`config.mk`:
```
export PLATFORM = sky130hd
export DESIGN_NAME = password_lock_command_engine
export DESIGN_NICKNAME = d
export VERILOG_FILES = /design/src/rtl/plce_pkg.sv /design/src/rtl/plce_key_compare.sv /design/src/rtl/plce_engine.sv /design/src/rtl/password_lock_command_engine.sv
export SDC_FILE = /design/constraint.sdc
export NUM_CORES = 1
export LEC_CHECK = 0
export BUFFER_PORTS_ARGS = -buffer_cell sky130_fd_sc_hd__buf_2
export CORE_AREA = 2 2 113 115
export CTS_CLUSTER_DIAMETER = 150
export DETAILED_ROUTE_END_ITERATION = 8
export DIE_AREA = 0 0 115 117
export PLACE_DENSITY = 0.72
export REMOVE_ABC_BUFFERS = 1
export SLEW_MARGIN = 20
export SYNTH_ARGS = -nofsm -noshare
export SYNTH_HDL_FRONTEND = slang
export SYNTH_HIERARCHICAL = 1
export SYNTH_SLANG_ARGS = --single-unit
```
`constraint.sdc`:
```
create_clock -name clk -period 4.5 [get_ports clk]
set_clock_uncertainty 0.1 [all_clocks]
set_input_delay 0.45 -clock clk [delete_from_list [all_inputs] [get_ports clk]]
set_output_delay 0.45 -clock clk [all_outputs]
set_load 0.005 [all_outputs]
```
`src/rtl/plce_pkg.sv`:
```
// ----------------------------------------------------------------------------
// plce_pkg: shared types and constants of the lock command engine
// Command and reply codes, protocol phases and the result record.
// ----------------------------------------------------------------------------
package plce_pkg;

  // Default number of key bytes.
  localparam int KEY_LENGTH_DEF = 5;

  // Command bytes received in the idle phase.
  localparam logic [7:0] CMD_QUERY  = 8'h51;  // 'Q'
  localparam logic [7:0] CMD_SET    = 8'h53;  // 'S'
  localparam logic [7:0] CMD_CHANGE = 8'h43;  // 'C'
  localparam logic [7:0] CMD_OPEN   = 8'h4F;  // 'O'
  localparam logic [7:0] CMD_CHECK  = 8'h41;  // 'A'
  localparam logic [7:0] CMD_TIME   = 8'h54;  // 'T'
  localparam logic [7:0] CMD_LOCK   = 8'h4C;  // 'L'

  // Reply bytes.
  localparam logic [7:0] REPLY_ONE  = 8'h31;  // '1'
  localparam logic [7:0] REPLY_ZERO = 8'h30;  // '0'
  localparam logic [7:0] REPLY_NOKEY = 8'h41; // 'A'

  // Reset values and limits.
  localparam logic [7:0] KEY_RESET_BYTE  = 8'h30;  // ASCII zero character
  localparam logic [7:0] HOLD_RESET      = 8'd10;
  localparam logic [3:0] TRY_LIMIT_RESET = 4'd3;
  localparam logic [7:0] FAIL_MAX        = 8'hFF;

  // Protocol phase.
  typedef enum logic [2:0] {
    PH_IDLE,
    PH_SET,
    PH_CHANGE,
    PH_OPEN,
    PH_CHECK,
    PH_TIME
  } phase_t;

  // One result item.
  typedef struct packed {
    logic       reply_valid;
    logic [7:0] reply_byte;
    logic       door_cycle;
    logic [7:0] hold_seconds;
    logic       alarm;
    logic       key_saved;
    logic       time_saved;
  } result_t;

endpackage

```
`src/rtl/plce_key_compare.sv`:
```
// ----------------------------------------------------------------------------
// plce_key_compare: string-style key comparison
// Compares the entered bytes with the stored key in order; an equal zero
// byte ends the comparison as a match.
// ----------------------------------------------------------------------------
module plce_key_compare #(
  parameter int KEY_LENGTH = plce_pkg::KEY_LENGTH_DEF
) (
  input  logic [KEY_LENGTH-1:0][7:0] entry,
  input  logic [KEY_LENGTH-1:0][7:0] stored,
  output logic                       match
);

  logic [KEY_LENGTH-1:0] byte_eq;
  logic [KEY_LENGTH-1:0] byte_end;

  // Per-byte equality and terminator flags, evaluated in parallel.
  always_comb begin
    for (int i = 0; i < KEY_LENGTH; i++) begin
      byte_eq[i]  = (entry[i] == stored[i]);
      byte_end[i] = byte_eq[i] && (entry[i] == 8'h00);
    end
  end

  // A difference counts only if no equal terminator came before it.
  always_comb begin
    logic stopped;
    stopped = 1'b0;
    match   = 1'b1;
    for (int i = 0; i < KEY_LENGTH; i++) begin
      if (!stopped && !byte_eq[i]) begin
        match = 1'b0;
      end
      stopped = stopped | byte_end[i];
    end
  end

endmodule

```
`src/rtl/plce_engine.sv`:
```
// ----------------------------------------------------------------------------
// plce_engine: lock protocol state and command decode
// Holds the protocol phase, key storage and counters, and computes the
// result of one byte in a single pass; state advances on each step.
// ----------------------------------------------------------------------------
module plce_engine #(
  parameter int KEY_LENGTH = plce_pkg::KEY_LENGTH_DEF
) (
  input  logic             clk,
  input  logic             rst_n,
  input  logic             step,
  input  logic [7:0]       rx_byte,
  input  logic [3:0]       try_limit,
  output plce_pkg::result_t res
);

  import plce_pkg::*;

  localparam int CW = $clog2(KEY_LENGTH + 1);
  localparam int IW = (KEY_LENGTH > 1) ? $clog2(KEY_LENGTH) : 1;

  phase_t                    phase_r, phase_nxt;
  logic [CW-1:0]             byte_cnt_r, byte_cnt_nxt;
  logic [KEY_LENGTH-1:0][7:0] entry_r;
  logic [KEY_LENGTH-1:0][7:0] key_r;
  logic [KEY_LENGTH-1:0][7:0] cand;
  logic                      key_valid_r, key_valid_nxt;
  logic [7:0]                fail_r, fail_nxt;
  logic [7:0]                hold_r, hold_nxt;
  logic [7:0]                fail_inc;
  logic [IW-1:0]             idx;
  logic                      last_byte;
  logic                      collecting;
  logic                      store_key;
  logic                      match;

  assign idx        = byte_cnt_r[IW-1:0];
  assign last_byte  = (byte_cnt_r == CW'(KEY_LENGTH - 1));
  assign collecting = (phase_r == PH_SET) || (phase_r == PH_CHANGE) ||
                      (phase_r == PH_OPEN) || (phase_r == PH_CHECK);
  assign fail_inc   = (fail_r == FAIL_MAX) ? fail_r : fail_r + 8'd1;

  // Entered key as it stands after this byte.
  always_comb begin
    for (int i = 0; i < KEY_LENGTH; i++) begin
      cand[i] = (idx == IW'(i)) ? rx_byte : entry_r[i];
    end
  end

  plce_key_compare #(
    .KEY_LENGTH(KEY_LENGTH)
  ) u_cmp (
    .entry  (cand),
    .stored (key_r),
    .match  (match)
  );

  // Next phase and byte count.
  always_comb begin
    phase_nxt    = phase_r;
    byte_cnt_nxt = byte_cnt_r;
    unique case (phase_r)
      PH_IDLE: begin
        unique case (rx_byte)
          CMD_SET: begin
            phase_nxt    = PH_SET;
            byte_cnt_nxt = '0;
          end
          CMD_CHANGE: begin
            phase_nxt    = PH_CHANGE;
            byte_cnt_nxt = '0;
          end
          CMD_OPEN: begin
            if (key_valid_r) begin
              phase_nxt    = PH_OPEN;
              byte_cnt_nxt = '0;
            end
          end
          CMD_CHECK: begin
            if (key_valid_r) begin
              phase_nxt    = PH_CHECK;
              byte_cnt_nxt = '0;
            end
          end
          CMD_TIME: begin
            phase_nxt = PH_TIME;
          end
          default: begin
          end
        endcase
      end
      PH_TIME: begin
        phase_nxt = PH_IDLE;
      end
      PH_SET, PH_CHANGE, PH_OPEN, PH_CHECK: begin
        if (last_byte) begin
          phase_nxt    = PH_IDLE;
          byte_cnt_nxt = '0;
        end else begin
          byte_cnt_nxt = byte_cnt_r + CW'(1);
        end
      end
      default: begin
        phase_nxt    = PH_IDLE;
        byte_cnt_nxt = '0;
      end
    endcase
  end

  // Result fields and data state updates.
  always_comb begin
    res           = '0;
    key_valid_nxt = key_valid_r;
    fail_nxt      = fail_r;
    hold_nxt      = hold_r;
    store_key     = 1'b0;
    unique case (phase_r)
      PH_IDLE: begin
        unique case (rx_byte)
          CMD_QUERY: begin
            res.reply_valid = 1'b1;
            res.reply_byte  = key_valid_r ? REPLY_ONE : REPLY_ZERO;
          end
          CMD_OPEN: begin
            if (!key_valid_r) begin
              res.reply_valid = 1'b1;
              res.reply_byte  = REPLY_ZERO;
            end
          end
          CMD_CHECK: begin
            if (!key_valid_r) begin
              res.reply_valid = 1'b1;
              res.reply_byte  = REPLY_NOKEY;
            end
          end
          CMD_LOCK: begin
            fail_nxt  = {4'd0, try_limit};
            res.alarm = 1'b1;
          end
          default: begin
          end
        endcase
      end
      PH_TIME: begin
        hold_nxt       = rx_byte;
        res.time_saved = 1'b1;
      end
      PH_SET, PH_CHANGE: begin
        if (last_byte) begin
          store_key     = 1'b1;
          key_valid_nxt = 1'b1;
          res.key_saved = 1'b1;
          if (phase_r == PH_CHANGE) begin
            res.reply_valid = 1'b1;
            res.reply_byte  = REPLY_ONE;
          end
        end
      end
      PH_OPEN, PH_CHECK: begin
        if (last_byte) begin
          res.reply_valid = 1'b1;
          if (match) begin
            res.reply_byte = REPLY_ONE;
            fail_nxt       = '0;
            res.door_cycle = (phase_r == PH_OPEN);
          end else begin
            res.reply_byte = REPLY_ZERO;
            fail_nxt       = fail_inc;
            res.alarm      = (fail_inc >= {4'd0, try_limit});
          end
        end
      end
      default: begin
      end
    endcase
    res.hold_seconds = hold_nxt;
  end

  // Control and key state.
  always_ff @(posedge clk) begin
    if (!rst_n) begin
      phase_r     <= PH_IDLE;
      byte_cnt_r  <= '0;
      key_valid_r <= 1'b0;
      fail_r      <= '0;
      hold_r      <= HOLD_RESET;
      key_r       <= {KEY_LENGTH{KEY_RESET_BYTE}};
    end else if (step) begin
      phase_r     <= phase_nxt;
      byte_cnt_r  <= byte_cnt_nxt;
      key_valid_r <= key_valid_nxt;
      fail_r      <= fail_nxt;
      hold_r      <= hold_nxt;
      if (store_key) begin
        key_r <= cand;
      end
    end
  end

  // Entry buffer; earlier bytes of an entry are compared from here, the current byte straight from the input.
  always_ff @(posedge clk) begin
    if (step && collecting) begin
      entry_r[idx] <= rx_byte;
    end
  end

`ifndef SYNTH
  // A stored key makes the key valid from then on.
  a_key_valid_after_save: assert property (@(posedge clk) disable iff (!rst_n)
    step && res.key_saved |=> key_valid_r)
    else $error("key_valid not set after a key was stored");

  // The alarm on a mismatch only fires at or above the limit.
  a_alarm_limit: assert property (@(posedge clk) disable iff (!rst_n)
    step && res.alarm && phase_r != PH_IDLE |-> fail_nxt >= {4'd0, try_limit})
    else $error("alarm raised below the try limit");

  // The byte counter stays below the key length.
  a_count_range: assert property (@(posedge clk) disable iff (!rst_n)
    byte_cnt_r < CW'(KEY_LENGTH))
    else $error("byte counter out of range");

  // Outside the collect phases the counter rests at zero.
  a_count_idle: assert property (@(posedge clk) disable iff (!rst_n)
    step && !collecting && phase_nxt != PH_IDLE |=> byte_cnt_r == '0)
    else $error("byte counter not cleared on entering a collect phase");
`endif

endmodule

```
`src/rtl/password_lock_command_engine.sv`:
```
// ----------------------------------------------------------------------------
// password_lock_command_engine: serial lock command protocol
// Input register, single-pass command engine and result register.
// ----------------------------------------------------------------------------
// Each transfer on the input channel carries one received byte, and each
// byte produces exactly one result transfer carrying the reply (if any),
// the current hold time and the door, alarm and persistence event pulses.
// The block sustains one byte per clock cycle while out_ready stays high; a
// byte passes through the input register and then the result register, with
// the single combinational pass of the command decode and the parallel key
// compare between those two registers. While a result waits for out_ready,
// the input side accepts a byte only while the input register is empty. The
// try limit is to be written through cfg_wr_en and cfg_wr_data only while
// no byte is in flight, which the block does not enforce; it resets to 3.
// ----------------------------------------------------------------------------
module password_lock_command_engine #(
  parameter int KEY_LENGTH = plce_pkg::KEY_LENGTH_DEF
) (
  input  logic       clk,
  input  logic       rst_n,
  // Input channel.
  input  logic       in_valid,
  output logic       in_ready,
  input  logic [7:0] in_rx_byte,
  // Result channel.
  output logic       out_valid,
  input  logic       out_ready,
  output logic       out_reply_valid,
  output logic [7:0] out_reply_byte,
  output logic       out_door_cycle,
  output logic [7:0] out_hold_seconds,
  output logic       out_alarm,
  output logic       out_key_saved,
  output logic       out_time_saved,
  // Configuration port.
  input  logic       cfg_wr_en,
  input  logic [3:0] cfg_wr_data
);

  import plce_pkg::*;

  logic       in_vld_r;
  logic [7:0] in_byte_r;
  logic       out_vld_r;
  result_t    out_res_r;
  result_t    res;
  logic [3:0] try_limit_r;
  logic       advance;
  logic       in_fire;

  // The input register moves forward when the result register is empty or its result is taken.
  assign advance  = in_vld_r && (!out_vld_r || out_ready);
  assign in_ready = !in_vld_r || advance;
  assign in_fire  = in_valid && in_ready;

  // Configuration register.
  always_ff @(posedge clk) begin
    if (!rst_n) begin
      try_limit_r <= TRY_LIMIT_RESET;
    end else if (cfg_wr_en) begin
      try_limit_r <= cfg_wr_data;
    end
  end

  // Input register.
  always_ff @(posedge clk) begin
    if (!rst_n) begin
      in_vld_r <= 1'b0;
    end else if (in_fire) begin
      in_vld_r <= 1'b1;
    end else if (advance) begin
      in_vld_r <= 1'b0;
    end
  end

  always_ff @(posedge clk) begin
    if (in_fire) begin
      in_byte_r <= in_rx_byte;
    end
  end

  plce_engine #(
    .KEY_LENGTH(KEY_LENGTH)
  ) u_engine (
    .clk       (clk),
    .rst_n     (rst_n),
    .step      (advance),
    .rx_byte   (in_byte_r),
    .try_limit (try_limit_r),
    .res       (res)
  );

  // Result register.
  always_ff @(posedge clk) begin
    if (!rst_n) begin
      out_vld_r <= 1'b0;
    end else if (advance) begin
      out_vld_r <= 1'b1;
    end else if (out_ready) begin
      out_vld_r <= 1'b0;
    end
  end

  always_ff @(posedge clk) begin
    if (advance) begin
      out_res_r <= res;
    end
  end

  assign out_valid        = out_vld_r;
  assign out_reply_valid  = out_res_r.reply_valid;
  assign out_reply_byte   = out_res_r.reply_byte;
  assign out_door_cycle   = out_res_r.door_cycle;
  assign out_hold_seconds = out_res_r.hold_seconds;
  assign out_alarm        = out_res_r.alarm;
  assign out_key_saved    = out_res_r.key_saved;
  assign out_time_saved   = out_res_r.time_saved;

`ifndef SYNTH
  // Without a reply the reply byte reads as zero.
  a_reply_zero: assert property (@(posedge clk) disable iff (!rst_n)
    out_valid && !out_reply_valid |-> out_reply_byte == 8'h00)
    else $error("reply byte set without a reply");

  // A door cycle always comes with a positive reply.
  a_door_reply: assert property (@(posedge clk) disable iff (!rst_n)
    out_valid && out_door_cycle |-> out_reply_valid && out_reply_byte == REPLY_ONE)
    else $error("door cycle without a positive reply");

  // A byte in the input register that cannot move forward stays put.
  a_in_hold: assert property (@(posedge clk) disable iff (!rst_n)
    in_vld_r && !advance |=> in_vld_r && $stable(in_byte_r))
    else $error("input register lost a stalled byte");

  // Every byte taken from the input register lands in the result register.
  a_advance_result: assert property (@(posedge clk) disable iff (!rst_n)
    advance |=> out_vld_r)
    else $error("result register not loaded");
`endif

endmodule

```
==> impl_metrics.py <==
metrics = {
    "run_status": {
        "status": "finished clean",
    },
    "cts": {
        "post_cts_resize_count": 0,
        "max-clock-path-buffers": 2,
        "clock_tree_from_tritoncts": "built",
        "number_of_buffers_created_by_cts": 17,
        "post_cts_hold_buffer_count": 0,
        "postCtsSetupBuffers": 0,
        "clk_slew_on_worst_s_h_paths_ps": 60,
        "h-tree-depth": 4,
        "cts.sink_count": 138,
        "clock_latency_ps": 420,
        "root_buffer": "sky130_fd_sc_hd__clkbuf_16",
    },
    "floorplanning": {
        "row_count": 41,
        "die_height_um": 117,
        "effective_utilization_at_floorplan": 0.5391,
        "fp.dieArea_um2": 13460,
        "fp.dieW_um": 115,
        "coreArea_um2": 12310,
        "num_io_pins": 40,
    },
    "sta": {
        "finalSetupTns_ps": 0,
        "maxClockFrequency_mhz": 280.6,
        "finalWorstPathRequiredPeriod_ps": 3564,
        "slew_viol_final": 0,
        "fin_ws_ps": 935.9,
        "timing.final.setup_violations": 0,
        "finalHoldViolations": 0,
        "slew_headroom": 0.4908,
        "tightestPinTransition_ps": 763.7,
        "unrepaired_setup_endpoints_after_global_routing": "no",
        "final_min_period_over_clock_period": 0.7920,
    },
    "global_routing": {
        "first_global_vias": 4573,
        "grt.overflow.total": 0,
        "grt_start_max_net_pins": 76,
        "globalRouteTotalUtil": 0.2166,
        "antenna_found_initial": 0,
        "grt_first_pass_wirelength_mm": 22.65,
    },
    "power_and_ir_drop": {
        "switching_power_uw": 583.2,
        "power_density_nw_per_um2": 381.4,
        "power_switching_share": 0.2026,
        "total_power_mw": 2.879,
        "share_comb_of_total_power": 0.030,
        "share_seq_of_total_power": 0.471,
        "intPower_mw": 2.296,
        "clkPwrFrac": 0.499,
        "ir_worst_vdd_v": 0.0005861,
        "cellLeakagePower_nw": 2.760,
    },
    "synthesis": {
        "async_reset_ff_frac": 0,
        "yosys_warnings": 6,
        "synth-edff-count": 69,
        "number_of_cells_produced_by_synthesis": 610,
        "syn_area_per_cell_um2": 10.88,
        "synthTopCellsByArea": "sky130_fd_sc_hd__edfxtp_1 (31%), sky130_fd_sc_hd__dfxtp_1 (21%), sky130_fd_sc_hd__mux2_2 (8.1%)",
        "top_cell_type_by_total_area_after_synthesis": "sky130_fd_sc_hd__edfxtp_1",
        "synth_common_cells": "sky130_fd_sc_hd__nand2_1 (73), sky130_fd_sc_hd__dfxtp_1 (69), sky130_fd_sc_hd__edfxtp_1 (69), sky130_fd_sc_hd__nor2_1 (52), sky130_fd_sc_hd__mux2_2 (48)",
        "mappedNetlistArea_um2": 6638,
        "synth_top_flop_cell": "sky130_fd_sc_hd__edfxtp_1",
        "seq_area_frac_synth": 0.5203,
        "synth_largest_type_area_fraction": 0.3122,
        "synthMostInstantiatedCell": "sky130_fd_sc_hd__nand2_1",
        "synth_cell_type_count": 65,
        "yosys_register_bits": 138,
    },
    "final_layout": {
        "layout.core_utilization": 0.6131,
        "final_layout_size_suffix_gt1_frac": 0.2234,
        "area_delta_synth_final_pct": 13.72,
        "fill_cells": 967,
        "insertedDiodeCount": 0,
        "finish.net_count": 672,
        "final_cell_count_no_fill": 808,
    },
    "place": {
        "detailed_place_hpwl_mm": 8.847,
        "gp_congestion": 0.8483,
        "placed_cells": 776,
        "numPortBuffers": 39,
        "detailedPlace.worstSlack_ps": 1016,
    },
    "hold_path": {
        "holdCritPathClass": "input pin to register",
        "holdCritStartpoint": "in_rx_byte[7]",
    },
    "drt": {
        "routed_wire_length_per_instance_um": 16.84,
        "drc": 0,
        "drtAntennaViolNets": 0,
        "count_of_vias_placed_by_the_detailed_router": 4643,
        "drt_iter0_markers": 343,
        "drt_first_pass_iters": 5,
        "routed_wirelength_mm": 13.60,
        "drt-vias-per-instance": 5.746,
    },
    "worst_setup_path": {
        "worstReg2RegStart": "u_engine/byte_cnt_r[1]$_SDFFE_PN0P_",
        "critical_path_peak_fanout": 13,
        "critical_path_start": "u_engine/byte_cnt_r[1]$_SDFFE_PN0P_",
        "endpoint_kind": "register",
        "critical_path.startpoint_type": "register",
        "critical_path_required_time_ps": 4700,
        "timing.setup.critical_path_class": "register to register",
        "crit_arrival_ps": 3770,
    },
    "run": {
        "max_cap_violations": 0,
    },
}
-- worst paths after layout --
kind	end	slack [ps]	depth (start not counted)
hold / removal	in_byte_r[7]$_DFFE_PP_	110	1
hold reg to reg	u_engine/hold_r[1]$_SDFFE_PN1P_	380	2
setup reg to reg	u_engine/fail_r[4]$_SDFFE_PN0P_	940	12
setup / recovery	u_engine/fail_r[4]$_SDFFE_PN0P_	940	12
-- area by class of cell --
| class | instances | area (um^2) | area share |
|---|---|---|---|
| clock inverter | 13 | 177.7 | 0.02354 |
| tap | 150 | 187.7 | 0.02486 |
| clock buffer | 19 | 432.9 | 0.05735 |
| sequential | 138 | 3453 | 0.4575 |
| inverter | 8 | 30.03 | 0.003978 |
| timing repair buffer | 51 | 285.3 | 0.03779 |
| multi-input combinational | 429 | 2982 | 0.3950 |
-- power groups by stage --
stage / registers (mW) / clock network (mW) / logic, mW
after floorplan: 1.38 / 0 / 0.0437
after global placement: 1.38 / 0 / 0.0850
after detailed placement: 1.38 / 0 / 0.0868
after CTS: 1.36 / 1.45 / 0.0875
after global routing: 1.36 / 1.51 / 0.0963
final: 1.36 / 1.44 / 0.0874
-- stage by stage --
stage	instance area, um^2	hold WS [ps]
CTS	7548	91.51
floorplan	6457	334.1
global placement	6938	347.6
detailed placement	6938	358.8
global route	7548	94.65
finish	7548	107.0
-- worst max-delay path: stages, from the launching register on --
cell,delay (ps)
sky130_fd_sc_hd__dfxtp_1,460
sky130_fd_sc_hd__inv_1,140
sky130_fd_sc_hd__ha_1,220
sky130_fd_sc_hd__nand2_1,410
sky130_fd_sc_hd__mux2_2,430
sky130_fd_sc_hd__xnor2_1,180
sky130_fd_sc_hd__nand4_1,130
sky130_fd_sc_hd__o21ai_0,180
sky130_fd_sc_hd__nand4_1,110
sky130_fd_sc_hd__a21oi_1,390
sky130_fd_sc_hd__o21bai_1,320
sky130_fd_sc_hd__a21oi_1,90
sky130_fd_sc_hd__o221a_2,280
-- sequential cells by signal (all words and copies together) (netlist names), 3 cells and up --
signal               flops
u_engine/entry_r        40
u_engine/byte_cnt_r      3
u_engine/phase_r         3
u_engine/hold_r          8
u_engine/key_r          40
out_hold_seconds         8
in_byte_r                8
out_reply_byte           8
u_engine/fail_r          8
try_limit_r              4
-- cell usage in the layout (no fill, tap or decap), types with 5 or more instances in the layout --
cell,Yosys,routed
sky130_fd_sc_hd__buf_4,6,12
sky130_fd_sc_hd__nand3_1,21,21
sky130_fd_sc_hd__a31oi_1,7,7
sky130_fd_sc_hd__nand4_1,11,11
sky130_fd_sc_hd__mux2i_1,17,17
sky130_fd_sc_hd__nor3b_1,19,19
sky130_fd_sc_hd__nor2b_1,10,9
sky130_fd_sc_hd__a21boi_0,12,12
sky130_fd_sc_hd__nand2_1,73,73
sky130_fd_sc_hd__o21ai_0,13,13
sky130_fd_sc_hd__buf_2,8,39
sky130_fd_sc_hd__edfxtp_1,69,69
sky130_fd_sc_hd__xor2_1,17,17
sky130_fd_sc_hd__nor4_1,14,14
sky130_fd_sc_hd__clkbuf_16,0,17
sky130_fd_sc_hd__nor3_1,5,5
sky130_fd_sc_hd__ha_1,10,10
sky130_fd_sc_hd__inv_1,7,7
sky130_fd_sc_hd__mux2_2,48,48
sky130_fd_sc_hd__dfxtp_1,69,69
sky130_fd_sc_hd__o21a_1,5,5
sky130_fd_sc_hd__xnor2_1,28,28
sky130_fd_sc_hd__a21oi_1,10,10
sky130_fd_sc_hd__nor2_1,52,52
-- metal layers --
layer | track usage | part of all wire | up-vias
met5 | 0 | 0 | -
met2 | 0.3510 | 0.47 | 105
met3 | 0.05252 | 0.045 | 15
met4 | 0.07309 | 0.015 | 0
li1 | - | - | 2251
met1 | 0.2875 | 0.47 | 2272
-- cells by family (layout without fill, tap and decap cells) --
kind of cell / count (synthesis) / after routing / share of synthesized area
compound gates: 67 / 67 / 0.06805
other cells: 1 / 4 / 0.0005650
buf+inv: 46 / 91 / 0.03336
simple gates: 238 / 238 / 0.1925
xor+xnor: 45 / 45 / 0.05938
fa+ha+maj: 10 / 10 / 0.01885
flops: 138 / 138 / 0.5203
mux: 65 / 65 / 0.1071
Note: power is estimated with default switching activity, not from simulation.
